==> src/hdl/hcb_ram.sv <==
// ----------------------------------------------------------------------------
// hcb_ram
// Generic single-write, single-read RAM with a registered read port.
// ----------------------------------------------------------------------------
`default_nettype none

module hcb_ram #(
  parameter int WIDTH = 8,
  parameter int DEPTH = 32
) (
  input  wire logic                     clk,
  input  wire logic                     we,
  input  wire logic [$clog2(DEPTH)-1:0] waddr,
  input  wire logic [WIDTH-1:0]         wdata,
  input  wire logic [$clog2(DEPTH)-1:0] raddr,
  output      logic [WIDTH-1:0]         rdata
);

  logic [WIDTH-1:0] mem [DEPTH];

  always_ff @(posedge clk) begin
    if (we) begin
      mem[waddr] <= wdata;
    end
    rdata <= mem[raddr];
  end

endmodule

`default_nettype wire

==> config.mk <==
export PLATFORM = sky130hd
export DESIGN_NAME = hcb_ram
export DESIGN_NICKNAME = d
export VERILOG_FILES = /design/src/hdl/hcb_ram.sv
export SDC_FILE = /design/constraint.sdc
export NUM_CORES = 1
export LEC_CHECK = 0
export BUFFER_PORTS_ARGS = -buffer_cell sky130_fd_sc_hd__buf_2
export CORE_MARGIN = 10
export CORE_UTILIZATION = 40
export CTS_CLUSTER_SIZE = 25
export DETAILED_ROUTE_END_ITERATION = 8
export GPL_TIMING_DRIVEN = 0
export PLACE_DENSITY = 0.6
export SYNTH_ARGS = -nofsm -noshare
export SYNTH_HDL_FRONTEND = slang
export SYNTH_SLANG_ARGS = --single-unit
==> constraint.sdc <==
create_clock -name clk -period 2.38 [get_ports clk]
set_clock_uncertainty 0.1 [all_clocks]
set_input_delay 0.238 -clock clk [delete_from_list [all_inputs] [get_ports clk]]
set_output_delay 0.238 -clock clk [all_outputs]
set_load 0.02 [all_outputs]
Yosys cells after proc, flatten, opt, wreduce, memory -nomap -nowiden
Memories as Yosys holds them, arrays and structs flattened. A register that Yosys moved wholly into a read port is not among the register bits.
Index checks and enable logic that the tools add are counted.
{"block": "totals", "input_bits": 20, "reg_bits": 0, "out_inout_bits": 8, "elab_cells": 3, "mem_bits_rw": 256, "memories": 1}
{"name": "mem", "words": 32, "word_bits": 8, "rd": 1, "rd_ports_with_merged_regs": 1, "wr": 1, "line_no": "19", "rtl": "logic [WIDTH-1:0] mem [DEPTH];"}
{"block": "op_classes", "muxes": 2}
{"cell": "$mux W1", "n": 2}

Depth between registers and ports, before layout
{"block": "depth", "ltp_word": 2, "ltp_mapped": 5, "depth_no_buf": 3}

Worst setup path before layout
Ideal clock, no wire load.
{"block": "synth_path", "kind": "input-to-reg", "start": "input raddr[2]", "end": "register rdata[0] (read register of mem)", "setup_ns": 0.121, "n_path_buf": 2, "arrival_time_ns": 1.920, "setup_slack_ns": 0.240, "required_ns": 2.159, "cell_stages": 5, "cell_sequence": "clkbuf_1 -> clkbuf_1 -> mux4_2 -> mux4_2 -> mux2_2"}
{"element": "start, declared", "line_no": "15", "rtl": "input wire logic [$clog2(DEPTH)-1:0] raddr,"}
{"element": "end, declared", "line_no": "16", "rtl": "output logic [WIDTH-1:0] rdata"}

==> key figures <==
Timing
  – Fmax: 431 MHz
  – Final Cycle Share: 97.5%
  – Worst-Margin Slew: 0.866 ns
  – Slew Limit Headroom: 42.1%
  – Setup TNS: 0 ns
  – Max-slew violations: 0
  – Final setup violation count: 0
  – Final min period: 2.32 ns
  – Hold slack: 0.164 ns
  – Final hold violations: 0
  – RSZ-0062 raised after global routing: false

Clocking
  – Root Buffer Master: clkbuf_16
  – Clock Pin Slew Worst Setup and Hold Paths: 0.06 ns
  – Num CTS Buffers: 27
  – # clock sinks: 264
  – Later-pin clock latency in the skew report: 0.52 ns
  – Clock Tree Buf Depth: 3
  – CTS tree: yes
  – # hold bufs at CTS: 0
  – Clock H-tree levels: 1

Synth
  – Sequential element share of the synthesized area: 78.1%
  – Mapped cell area: 10100 um^2
  – Cells after Synth: 417
  – Post-Synthesis Net Count: 437
  – Synth warn: 0
  – Register bit total from synthesis: 264
  – Netlist cell types: 15
  – Syn avg cell area: 24.1 um^2

Power
  – Worst VDD drop: 378 uV
  – P_leak: 0.00355 uW
  – Power Density: 861 nW/um^2
  – Total power draw: 9860 uW

Run
  – Maximum Capacitance Violations: 0

Worst setup path
  – Critical path endpoint category: flip-flop
  – Worst setup SP type: input port
  – Critical Path AT: 2.62 ns
  – Worst EP required: 2.68 ns
  – Worst-path maximum fanout: 10
  – Setup Crit Path Kind: input port to flip-flop

Cells and area
  – Ratio of cells with drive above 1 in the final layout: 33.6%
  – Design area: 11500 um^2
  – # nets final: 488
  – Fillers: 2001
  – Synth-to-layout area growth: 14.0%
  – Finished Core Util: 46.7%

Floorplanning
  – Row cnt: 57
  – Die width: 179 um
  – Die Area: 31900 um^2
  – Core Area: 24500 um^2
  – Initial Utilization: 41.0%
  – I/O pin cnt: 28
  – Die height: 179 um

Placed design
  – GPL Wtd Cong: 0.765
  – HPWL after DPL: 13500 um
  – Area post-placement: 10600 um^2
  – I/O Buffers: 22

Routing
  – DR iter-0 viols: 415
  – Drt via density: 5.36
  – WL/cell: 25.2 um
  – Routed Antenna Nets: 0
  – Drt drc: 0
  – First-pass DRT Iterations: 4
  – DR vias: 4362
  – Final WL: 20500 um

Global routing
  – Initial antenna violation count: 3
  – Vias in the first global route: 4656
  – Largest net degree at the start of global routing: 33
  – Global-route wire length before repair: 30400 um
  – Tot GR Track Use: 13.0%
  – Total gr overflow: 0

Outcome
  – Outcome: finished, final reports clean

Worst hold path
  – Hold Path Class: input port to flip-flop
## worst paths after layout
path,start,endpoint,slack (ns),cells past startpoint
worst max-delay path,raddr[2],rdata[4],0.06,5
worst min-delay path,wdata[6],mem[4][6],0.16,1
worst max register to register,mem[17][2],rdata[2],0.44,3
worst min register to register,mem[31][5],rdata[5],0.84,3
## registers in the layout, summed over array words and instances, names as in the netlist
name   cells
mem      256
rdata      8
## synth_stat cells (all sizes together)
| library cell | count | area (um^2) |
|---|---|---|
| buf | 14 | 83.8 |
| clkbuf | 6 | 22.5 |
| dfxtp | 8 | 160 |
| edfxtp | 256 | 7690 |
| mux2 | 8 | 90.1 |
| mux4 | 80 | 1800 |
| nand2 | 1 | 3.75 |
| nand3 | 2 | 10.0 |
| nand3b | 5 | 37.5 |
| nor2 | 33 | 124 |
| or3 | 1 | 6.26 |
| or3b | 3 | 26.3 |
## logic make-up after synthesis
logic type    synth area share (%)
simple gates                  2.07
flops                         78.1
mux                           18.8
buf+inv                       1.06
## layout make-up
| cell class | instances | area [um^2] | share of cell area (%) |
|---|---|---|---|
| diodes | 2 | 5.00 | 0.0437 |
| plain buffers | 20 | 109 | 0.950 |
| clock buffers | 35 | 736 | 6.42 |
| clock inverters | 14 | 148 | 1.29 |
| multi-input cells | 133 | 2100 | 18.3 |
| flip-flops and latches | 264 | 7850 | 68.5 |
| well taps | 324 | 405 | 3.54 |
| repair buffers | 22 | 110 | 0.961 |
## layout by cell type (no fill, tap or decap), drive strengths merged
| cell type | n |
|---|---|
| diode | 2 |
| inv | 1 |
| nand2 | 1 |
| or3 | 1 |
| mux4 | 80 |
| nand3b | 5 |
| mux2 | 8 |
| clkinvlp | 1 |
| bufinv | 3 |
| buf | 35 |
| dfxtp | 8 |
| nand3 | 2 |
| clkinv | 9 |
| or3b | 3 |
| edfxtp | 256 |
| nor2 | 33 |
| clkbuf | 42 |
## through the flow
step | cells | worst slack, ns
floorplan | 417 | 0.240
global placement | 763 | -0.513
detailed placement | 763 | -0.526
CTS | 812 | 0.0140
global route | 812 | 0.00300
finish | 814 | 0.0589
## power breakdown
part | switching, uW | total [uW] | internal [uW]
sequential | 16.0 | 5190 | 5170
combinational | 300 | 511 | 211
clock | 1670 | 4170 | 2500
total | 1980 | 9860 | 7880
## critical path, cell delays in order
cell and delay (ns):
clkbuf_1 0.49, buf_1 0.63, mux4_2 0.43, mux4_2 0.52, mux2_2 0.30
## routing by layer
| metal | up-vias | share of wire [%] | global-route usage (%) |
|---|---|---|---|
| li1 | 1879 | - | - |
| met1 | 2330 | 44 | 18.0 |
| met2 | 127 | 47 | 20.5 |
| met3 | 24 | 7.4 | 2.90 |
| met4 | 2 | 1.2 | 2.82 |
| met5 | - | 0.054 | 0 |
## what timing repair did
| item | in CTS | in global routing |
|---|---|---|
| setup buffers | 0 | 0 |
| endpoints found under the hold margin | 0 | 0 |
| endpoints found under the setup margin | 0 | 2 |
| gates resized for setup | 0 | 3 |
Note: power is estimated with default switching activity, not from simulation.
